--- src/sv/gsmc_pkg.sv ---
`timescale 1ns / 1ps

package gsmc_pkg;

    localparam int IN_DATA_W  = 40;
    localparam int OUT_DATA_W = 96;

    localparam logic [3:0] MODE_EMPTY       = 4'd0;
    localparam logic [3:0] MODE_AWAIT       = 4'd1;
    localparam logic [3:0] MODE_LOADING     = 4'd2;
    localparam logic [3:0] MODE_READY       = 4'd3;
    localparam logic [3:0] MODE_COUPLED     = 4'd4;
    localparam logic [3:0] MODE_TRANSIT     = 4'd5;
    localparam logic [3:0] MODE_PRINTER     = 4'd6;
    localparam logic [3:0] MODE_CATCHING    = 4'd7;
    localparam logic [3:0] MODE_ASSIGNED    = 4'd8;
    localparam logic [3:0] MODE_UNADDRESSED = 4'd9;
    localparam logic [3:0] MODE_FAULT       = 4'd10;

    localparam logic [2:0] OPC_GRIP      = 3'd0;
    localparam logic [2:0] OPC_RELEASE   = 3'd1;
    localparam logic [2:0] OPC_INPRINTER = 3'd2;
    localparam logic [2:0] OPC_EJECT     = 3'd3;
    localparam logic [2:0] OPC_AWAIT     = 3'd4;
    localparam logic [2:0] OPC_PING      = 3'd5;

    localparam logic OP_TICK    = 1'b0;
    localparam logic OP_COMMAND = 1'b1;

    localparam logic [1:0] STATUS_OK      = 2'd0;
    localparam logic [1:0] STATUS_ILLEGAL = 2'd1;

    localparam logic [1:0] GC_NONE = 2'd0;
    localparam logic [1:0] GC_GRIP = 2'd1;
    localparam logic [1:0] GC_OPEN = 2'd2;

    localparam logic [2:0] LED_IDLE_EMPTY   = 3'd0;
    localparam logic [2:0] LED_GRIP_PENDING = 3'd1;
    localparam logic [2:0] LED_IDLE_READY   = 3'd2;
    localparam logic [2:0] LED_LOAD_FEED    = 3'd3;
    localparam logic [2:0] LED_FEED_STUCK   = 3'd4;
    localparam logic [2:0] LED_ERROR        = 3'd5;

    localparam logic [2:0] REG_STUCK_TIMEOUT = 3'd0;
    localparam logic [2:0] REG_SETTLE        = 3'd1;
    localparam logic [2:0] REG_FEED_TIMEOUT  = 3'd2;
    localparam logic [2:0] REG_GRIP_PULSE    = 3'd3;
    localparam logic [2:0] REG_OPEN_PULSE    = 3'd4;

    localparam logic [15:0] STUCK_TIMEOUT_RST = 16'd5000;
    localparam logic [15:0] SETTLE_RST        = 16'd300;
    localparam logic [15:0] FEED_TIMEOUT_RST  = 16'd5000;
    localparam logic [11:0] GRIP_PULSE_RST    = 12'd2000;
    localparam logic [11:0] OPEN_PULSE_RST    = 12'd1000;

    typedef struct packed {
        logic [2:0]  opcode;
        logic        sensor;
        logic [31:0] now_ms;
        logic        op;
    } in_item_t;

    // bit o set: opcode o allowed in that mode
    function automatic logic [7:0] legal_ops(input logic [3:0] mode);
        logic [7:0] mask;
        unique case (mode)
            MODE_EMPTY:    mask = 8'h30;
            MODE_AWAIT:    mask = 8'h31;
            MODE_LOADING:  mask = 8'h20;
            MODE_READY:    mask = 8'h33;
            MODE_COUPLED:  mask = 8'h26;
            MODE_TRANSIT:  mask = 8'h24;
            MODE_PRINTER:  mask = 8'h2A;
            MODE_CATCHING: mask = 8'h2C;
            default:       mask = 8'h00;
        endcase
        return mask;
    endfunction

    function automatic logic [2:0] led_of_mode(input logic [3:0] mode);
        logic [2:0] led;
        unique case (mode)
            MODE_LOADING, MODE_COUPLED: led = LED_GRIP_PENDING;
            MODE_READY, MODE_PRINTER:   led = LED_IDLE_READY;
            MODE_TRANSIT:               led = LED_LOAD_FEED;
            MODE_CATCHING:              led = LED_FEED_STUCK;
            MODE_FAULT:                 led = LED_ERROR;
            default:                    led = LED_IDLE_EMPTY;
        endcase
        return led;
    endfunction

endpackage

--- src/sv/gripper_slot_mode_controller_unit.sv ---
`timescale 1ns / 1ps

// Mode controller for one filament gripper slot. Each input transaction is either a
// tick (tuser 0) carrying a millisecond timestamp and the filament sensor level, or a
// command (tuser 1) carrying an opcode; every input transaction yields exactly one
// result transaction with mode, command status, stored error, LED state, gripper move,
// servo pulse target, sensor level and the settle and feed deadlines. An item is held in
// the input register and then evaluated into the result register; one item is taken
// every cycle while the receiver accepts results; a stalled result holds the input item.
// Configuration registers are written through the cfg port, which is always ready; the
// user must write them only while no item is in flight; the block does not enforce it.
module gripper_slot_mode_controller_unit (
    input  logic        aclk,
    input  logic        aresetn,
    input  logic        s_tvalid,
    output logic        s_tready,
    // now_ms[31:0], sensor[32], opcode[35:33], zero pad
    input  logic [gsmc_pkg::IN_DATA_W-1:0] s_tdata,
    input  logic        s_tuser,   // op
    output logic        m_tvalid,
    input  logic        m_tready,
    // mode[3:0], status[5:4], last_error[6], led_code[9:7], gripper_cmd[11:10],
    // servo_target_us[23:12], sensor_stable[24], settle_deadline_ms[56:25],
    // feed_deadline_ms[88:57], zero pad
    output logic [gsmc_pkg::OUT_DATA_W-1:0] m_tdata,
    input  logic        cfg_valid,
    output logic        cfg_ready,
    input  logic [2:0]  cfg_index,
    input  logic [15:0] cfg_data
);
    import gsmc_pkg::*;

    logic [15:0] stuck_timeout_reg, settle_reg, feed_timeout_reg;
    logic [11:0] grip_pulse_reg, open_pulse_reg;

    logic        in_vld_reg;
    in_item_t    in_reg;
    logic        out_vld_reg;
    logic [88:0] out_reg;

    logic [3:0]  mode_reg, mode_next;
    logic        sensor_prev_reg, sensor_prev_next;
    logic        gripper_closed_reg, gripper_closed_next;
    logic [31:0] edge_time_reg, edge_time_next;
    logic        error_reg, error_next;
    logic [11:0] servo_target_reg, servo_target_next;
    logic [31:0] settle_deadline_reg, settle_deadline_next;
    logic [31:0] feed_deadline_reg, feed_deadline_next;
    logic [1:0]  status_next, gcmd_next;

    logic        out_free, fire;
    logic [31:0] settle_sum, feed_sum, elapsed;
    logic [7:0]  legal_mask;

    assign out_free  = !out_vld_reg || m_tready;
    assign fire      = in_vld_reg && out_free;
    assign s_tready  = !in_vld_reg || out_free;
    assign cfg_ready = 1'b1;
    assign m_tvalid  = out_vld_reg;
    assign m_tdata   = {7'd0, out_reg};

    assign settle_sum = in_reg.now_ms + {16'd0, settle_reg};
    assign feed_sum   = in_reg.now_ms + {16'd0, feed_timeout_reg};
    assign legal_mask = legal_ops(mode_reg);

    always_comb begin
        mode_next            = mode_reg;
        sensor_prev_next     = sensor_prev_reg;
        gripper_closed_next  = gripper_closed_reg;
        edge_time_next       = edge_time_reg;
        error_next           = error_reg;
        servo_target_next    = servo_target_reg;
        settle_deadline_next = settle_deadline_reg;
        feed_deadline_next   = feed_deadline_reg;
        status_next          = STATUS_OK;
        gcmd_next            = GC_NONE;
        elapsed              = 32'd0;
        if (in_reg.op == OP_TICK) begin
            if (!sensor_prev_reg && in_reg.sensor) begin
                if (mode_reg == MODE_EMPTY || mode_reg == MODE_AWAIT) begin
                    mode_next            = MODE_LOADING;
                    gcmd_next            = GC_GRIP;
                    settle_deadline_next = settle_sum;
                end
            end else if (sensor_prev_reg && !in_reg.sensor) begin
                if (mode_reg == MODE_PRINTER) begin
                    mode_next            = MODE_CATCHING;
                    gcmd_next            = GC_GRIP;
                    settle_deadline_next = settle_sum;
                    feed_deadline_next   = feed_sum;
                end
            end
            if (in_reg.sensor != sensor_prev_reg) begin
                edge_time_next = in_reg.now_ms;
            end
            sensor_prev_next = in_reg.sensor;
            elapsed          = in_reg.now_ms - edge_time_next;
            if (mode_next != MODE_FAULT && gcmd_next != GC_GRIP && !gripper_closed_reg
                    && in_reg.sensor && edge_time_next != 32'd0
                    && elapsed > {16'd0, stuck_timeout_reg}) begin
                mode_next  = MODE_FAULT;
                error_next = 1'b1;
            end
        end else if (!legal_mask[in_reg.opcode]) begin
            status_next = STATUS_ILLEGAL;
        end else begin
            unique case (in_reg.opcode)
                OPC_GRIP: begin
                    if (mode_reg == MODE_AWAIT || mode_reg == MODE_READY) begin
                        mode_next            = MODE_COUPLED;
                        gcmd_next            = GC_GRIP;
                        settle_deadline_next = settle_sum;
                    end
                end
                OPC_RELEASE: begin
                    if (mode_reg == MODE_COUPLED || mode_reg == MODE_PRINTER
                            || mode_reg == MODE_CATCHING) begin
                        mode_next            = MODE_READY;
                        gcmd_next            = GC_OPEN;
                        settle_deadline_next = settle_sum;
                    end
                end
                OPC_INPRINTER: begin
                    if (mode_reg == MODE_COUPLED || mode_reg == MODE_TRANSIT
                            || mode_reg == MODE_CATCHING) begin
                        mode_next = MODE_PRINTER;
                    end
                end
                OPC_EJECT: begin
                    if (mode_reg == MODE_PRINTER || mode_reg == MODE_CATCHING) begin
                        mode_next = MODE_AWAIT;
                        gcmd_next = GC_OPEN;
                    end
                end
                OPC_AWAIT: begin
                    mode_next = MODE_AWAIT;
                    gcmd_next = GC_OPEN;
                end
                default: begin
                end
            endcase
        end
        if (gcmd_next == GC_GRIP) begin
            gripper_closed_next = 1'b1;
            servo_target_next   = grip_pulse_reg;
        end else if (gcmd_next == GC_OPEN) begin
            gripper_closed_next = 1'b0;
            servo_target_next   = open_pulse_reg;
        end
    end

    always_ff @(posedge aclk) begin
        if (!aresetn) begin
            stuck_timeout_reg <= STUCK_TIMEOUT_RST;
            settle_reg        <= SETTLE_RST;
            feed_timeout_reg  <= FEED_TIMEOUT_RST;
            grip_pulse_reg    <= GRIP_PULSE_RST;
            open_pulse_reg    <= OPEN_PULSE_RST;
        end else if (cfg_valid && cfg_ready) begin
            unique case (cfg_index)
                REG_STUCK_TIMEOUT: stuck_timeout_reg <= cfg_data;
                REG_SETTLE:        settle_reg        <= cfg_data;
                REG_FEED_TIMEOUT:  feed_timeout_reg  <= cfg_data;
                REG_GRIP_PULSE:    grip_pulse_reg    <= cfg_data[11:0];
                REG_OPEN_PULSE:    open_pulse_reg    <= cfg_data[11:0];
                default: begin
                end
            endcase
        end
    end

    always_ff @(posedge aclk) begin
        if (!aresetn) begin
            in_vld_reg          <= 1'b0;
            out_vld_reg         <= 1'b0;
            mode_reg            <= MODE_EMPTY;
            sensor_prev_reg     <= 1'b0;
            gripper_closed_reg  <= 1'b0;
            edge_time_reg       <= 32'd0;
            error_reg           <= 1'b0;
            servo_target_reg    <= OPEN_PULSE_RST;
            settle_deadline_reg <= 32'd0;
            feed_deadline_reg   <= 32'd0;
        end else begin
            if (s_tvalid && s_tready) begin
                in_vld_reg <= 1'b1;
            end else if (fire) begin
                in_vld_reg <= 1'b0;
            end
            if (fire) begin
                out_vld_reg <= 1'b1;
            end else if (m_tready) begin
                out_vld_reg <= 1'b0;
            end
            if (fire) begin
                mode_reg            <= mode_next;
                sensor_prev_reg     <= sensor_prev_next;
                gripper_closed_reg  <= gripper_closed_next;
                edge_time_reg       <= edge_time_next;
                error_reg           <= error_next;
                servo_target_reg    <= servo_target_next;
                settle_deadline_reg <= settle_deadline_next;
                feed_deadline_reg   <= feed_deadline_next;
            end
        end
    end

    always_ff @(posedge aclk) begin
        if (s_tvalid && s_tready) begin
            in_reg <= {s_tdata[35:33], s_tdata[32], s_tdata[31:0], s_tuser};
        end
        if (fire) begin
            out_reg <= {feed_deadline_next, settle_deadline_next, sensor_prev_next,
                        servo_target_next, gcmd_next, led_of_mode(mode_next),
                        error_next, status_next, mode_next};
        end
    end

    a_fault_sticky: assert property (@(posedge aclk) disable iff (!aresetn)
        mode_reg == MODE_FAULT |=> mode_reg == MODE_FAULT)
        else $error("fault mode left");

    a_error_means_fault: assert property (@(posedge aclk) disable iff (!aresetn)
        error_reg |-> mode_reg == MODE_FAULT)
        else $error("stored error without fault mode");

    a_item_held: assert property (@(posedge aclk) disable iff (!aresetn)
        in_vld_reg && !out_free |=> in_vld_reg && $stable(in_reg))
        else $error("stalled input item lost");

    a_grip_closes: assert property (@(posedge aclk) disable iff (!aresetn)
        fire && gcmd_next == GC_GRIP |=> gripper_closed_reg)
        else $error("grip move did not close gripper");

    a_illegal_no_change: assert property (@(posedge aclk) disable iff (!aresetn)
        fire && status_next == STATUS_ILLEGAL |=> $stable(mode_reg) && $stable(servo_target_reg))
        else $error("rejected command changed state");

endmodule

--- config.mk ---
export PLATFORM = sky130hd
export DESIGN_NAME = gripper_slot_mode_controller_unit
export DESIGN_NICKNAME = d
export VERILOG_FILES = /design/src/sv/gsmc_pkg.sv /design/src/sv/gripper_slot_mode_controller_unit.sv
export SDC_FILE = /design/constraint.sdc
export NUM_CORES = 1
export LEC_CHECK = 0
export BUFFER_PORTS_ARGS = -buffer_cell sky130_fd_sc_hd__buf_2
export CORE_AREA = 2 2 207 209
export CTS_BUF_LIST = sky130_fd_sc_hd__clkbuf_4
export CTS_CLUSTER_DIAMETER = 50
export CTS_CLUSTER_SIZE = 16
export DETAILED_ROUTE_END_ITERATION = 10
export DIE_AREA = 0 0 209 211
export GPL_ROUTABILITY_DRIVEN = 1
export GPL_TIMING_DRIVEN = 0
export MAX_ROUTING_LAYER = met4
export PLACE_DENSITY = 0.62
export SLEW_MARGIN = 30
export SYNTH_ARGS = -nofsm -noshare
export SYNTH_HDL_FRONTEND = slang
export SYNTH_SLANG_ARGS = --single-unit
--- constraint.sdc ---
create_clock -name aclk -period 9 [get_ports aclk]
set_input_delay 0.45 -clock aclk [delete_from_list [all_inputs] [get_ports aclk]]
set_output_delay 0.45 -clock aclk [all_outputs]
set_load 0.01 [all_outputs]
==> out/results.ini <==
[synthesis]
synth_fa_ha_area_frac = 0.0598
netlist.area_leader.share = 0.234
ys_seq_area_frac = 0.460
yosysTopAreaCell = dfxtp_1
synthTopCellsByCount = nand2_1, dfxtp_1, a21oi_1, nor2_1, edfxtp_1
synth_mux_area_frac = 0.0262
synth_warnings = 0
synth.distinct_cells = 94
synth_compound_area_frac = 0.177
netlist_top_cells_area = dfxtp_1, edfxtp_1, nand2_1
ys_async_sr_fraction = 0
synth-simple-area-share = 0.190
synthFlopType = dfxtp_1
synth_edf_count = 125
netlist_area_sq_um = 16600
synth_top_family_by_area = simple AND/OR/NAND/NOR gates
syn_inst = 1881
ys_ff_latch = 319
syn_area_per_cell_sq_um = 8.83
synth_xor_area_frac = 0.0411
synth.most_common_cell = nand2_1

[pwr]
powerDensity_nw_per_um2 = 163
ir_drop_v = 0.000100
p_leak_nw = 7.48

[place]
dp_hpwl_um = 37700
pre_cts_ws_ns = -0.194
routabilityCongestion = 0.936
placed_cells = 2579
port_buffers = 149

[clock_tree]
clk_latency_ns = 0.79
path_clk_slew_ns = 0.15
cts_buffer_depth = 3
cts_max_level = 2
cts_setup_buffers = 0
cts_tree = done
cts_buffers = 37
cts-root-buf = clkbuf_4
clock-sinks = 319

[cells_and_area]
stdcell_count = 2706
ff_latch_area_sq_um = 7640
fill_cells = 4023
largest_reg_flops = 88
fin_nets = 2275
final_layout_size_suffix_gt1_frac = 0.132
syn2layout_area_growth_pct = 16.4
multi_input_area_sq_um = 8260

[critical_path]
reg2reg_depth = 33
critPathCaptureType = register
r2r-end = out_reg[8]$_DFFE_PP_
r2r_start = in_reg[33]$_DFFE_PP_
critical-path-max-stage-delay_ns = 0.62
crit_path_top_delay_cell = or4_4
crit_fanout = 10
crit_path_end = out_reg[8]$_DFFE_PP_
start_kind = register
worstPathArrival_ns = 9.00
regToRegSetupSlack_ns = 0.54
cp-startpoint = in_reg[33]$_DFFE_PP_
path_class = reg -> reg
crit_required_ns = 9.53

[sta]
hold_viol = 0
skew_ns = 0.0656
fin_crit_ns = 8.46
timing.final.ws_setup_ns = 0.536
tightestPinTransition_ns = 0.878
finalMaxSlewViolations = 0
setup_viol = 0
rsz0062_at_grt = no
finalCritPeriodShare = 0.940
fmax_mhz = 118
slew_headroom = 0.415

[floorplan]
die_area_sq_um = 44100
start_util = 0.398
die_height_um = 211
fp.dieW_um = 209
core_region_area_sq_um = 41800
fp-row-count = 75
boundaryPins = 164

[global_route]
grt_pass1_vias = 14100
grt_overflow = 0
grt_first_pass_wirelength_um = 77000
grt_max_degree = 39
antenna_found_initial = 2
track_usage = 0.230

[routing]
first_pass_iters = 6
drtIter0Drc = 999
avgViaCountPerCell = 5.41
final_antenna_net_count = 0
drc_errors = 0
vias = 14600
drt_wl_total_um = 49800
routedWlPerCell_um = 18.4

[run]
cap_violations = 0

[status]
outcome = completed

[hold_path]
worst_hold_path_type = in -> reg

==> worst min path at each step <==
stage / start / endpoint / slack (ns) / cells after the start
detailed placement: feed_deadline_reg[9]$_SDFFE_PN0P_ / feed_deadline_reg[9]$_SDFFE_PN0P_ / 0.45 / 2
global route: cfg_index[0] / feed_timeout_reg[15]$_SDFFE_PN0P_ / 0.08 / 4
finish: cfg_index[1] / settle_reg[15]$_SDFFE_PN0P_ / 0.11 / 4
floorplan: feed_deadline_reg[9]$_SDFFE_PN0P_ / feed_deadline_reg[9]$_SDFFE_PN0P_ / 0.43 / 2
global placement: feed_deadline_reg[9]$_SDFFE_PN0P_ / feed_deadline_reg[9]$_SDFFE_PN0P_ / 0.44 / 2
CTS: cfg_index[1] / settle_reg[15]$_SDFFE_PN0P_ / 0.03 / 4
==> per-stage QoR <==
stage                     hold slack [ns]  setup TNS (ns)  total power, mW  utilization  instance area (sq um)
after floorplan                     0.433               0             2.02            -                  16600
after global placement              0.439          -0.121             2.20        0.432                  18100
after detailed placement            0.450          -0.228             2.21        0.434                  18100
after CTS                          0.0347               0             3.19        0.462                  19300
after global routing               0.0844               0             3.31        0.463                  19300
final                               0.109               0             3.16        0.463                  19300
==> cells by family after synthesis <==
group	Yosys count
muxes	43
adders and majority gates	79
buffers and inverters	181
other	2
DFF	319
and+or+nand+nor	712
xor gates and xnor gates	78
AOI/OAI and AO/OA	467
==> critical path, delay by kind of cell (launching register included) <==
| family | cells | cell delay [ns] |
|---|---|---|
| AOI/OAI and AO/OA | 13 | 3.04 |
| xor gates and xnor gates | 1 | 0.17 |
| adders and majority gates | 4 | 1.19 |
| buffers and inverters | 7 | 1.21 |
| DFF | 1 | 0.42 |
| muxes | 1 | 0.16 |
| and+or+nand+nor | 7 | 2.01 |
==> repair_timing <==
item	4_1_cts	5_1_grt
endpoints found under the setup margin	2	17
hold endpoints to repair	111	0
pin swaps	0	1
hold buffers	56	0
resized for setup	1	11
==> per-layer routing <==
| metal | vias up | routed length [um] | track usage |
|---|---|---|---|
| met1 | 6961 | 22500 | 0.298 |
| met3 | 114 | 2790 | 0.0332 |
| met4 | 0 | 1970 | 0.102 |
| met2 | 428 | 22600 | 0.360 |
| li1 | 7130 | - | - |
| met5 | - | 0 | - |
==> power by group <==
part | internal (mW) | switching, mW
Clock | 0.353 | 0.595
Sequential | 1.56 | 0.0431
Combinational | 0.231 | 0.371
==> layout make-up <==
| cell class | count | share of cell area |
|---|---|---|
| clock inverters | 27 | 0.0166 |
| multi-input cells | 1388 | 0.427 |
| repair buffers | 208 | 0.0699 |
| plain buffers | 113 | 0.0267 |
| clock buffers | 41 | 0.0159 |
| well taps | 539 | 0.0349 |
| flip-flops and latches | 319 | 0.395 |
| inverters | 68 | 0.0132 |
| diodes | 3 | 0.000388 |
==> cells in the final DEF, fill, tap and decap left out, drive strengths merged, types with 7 or more instances in the layout <==
master and instances:
nand2 336, dlygate4sd3 56, and2 12, o2111ai 7
and3 17, o21a 7, clkinv 13, conb 9
nor2b 21, nor4 11, buf 172, o211ai 10
nand4 10, nor3 35, xnor2 45, a211oi 47
xor2 33, ha 73, o22ai 10, dfxtp 194
inv 79, nor2 158, a31oi 11, edfxtp 125
o21ai 108, o21bai 13, or2 7, clkbuf 134
a21oi 172, nand3 62, or3 8, a21o 20
nand2b 18, o31ai 14, mux2i 39
Note: power is estimated with default switching activity, not from simulation.
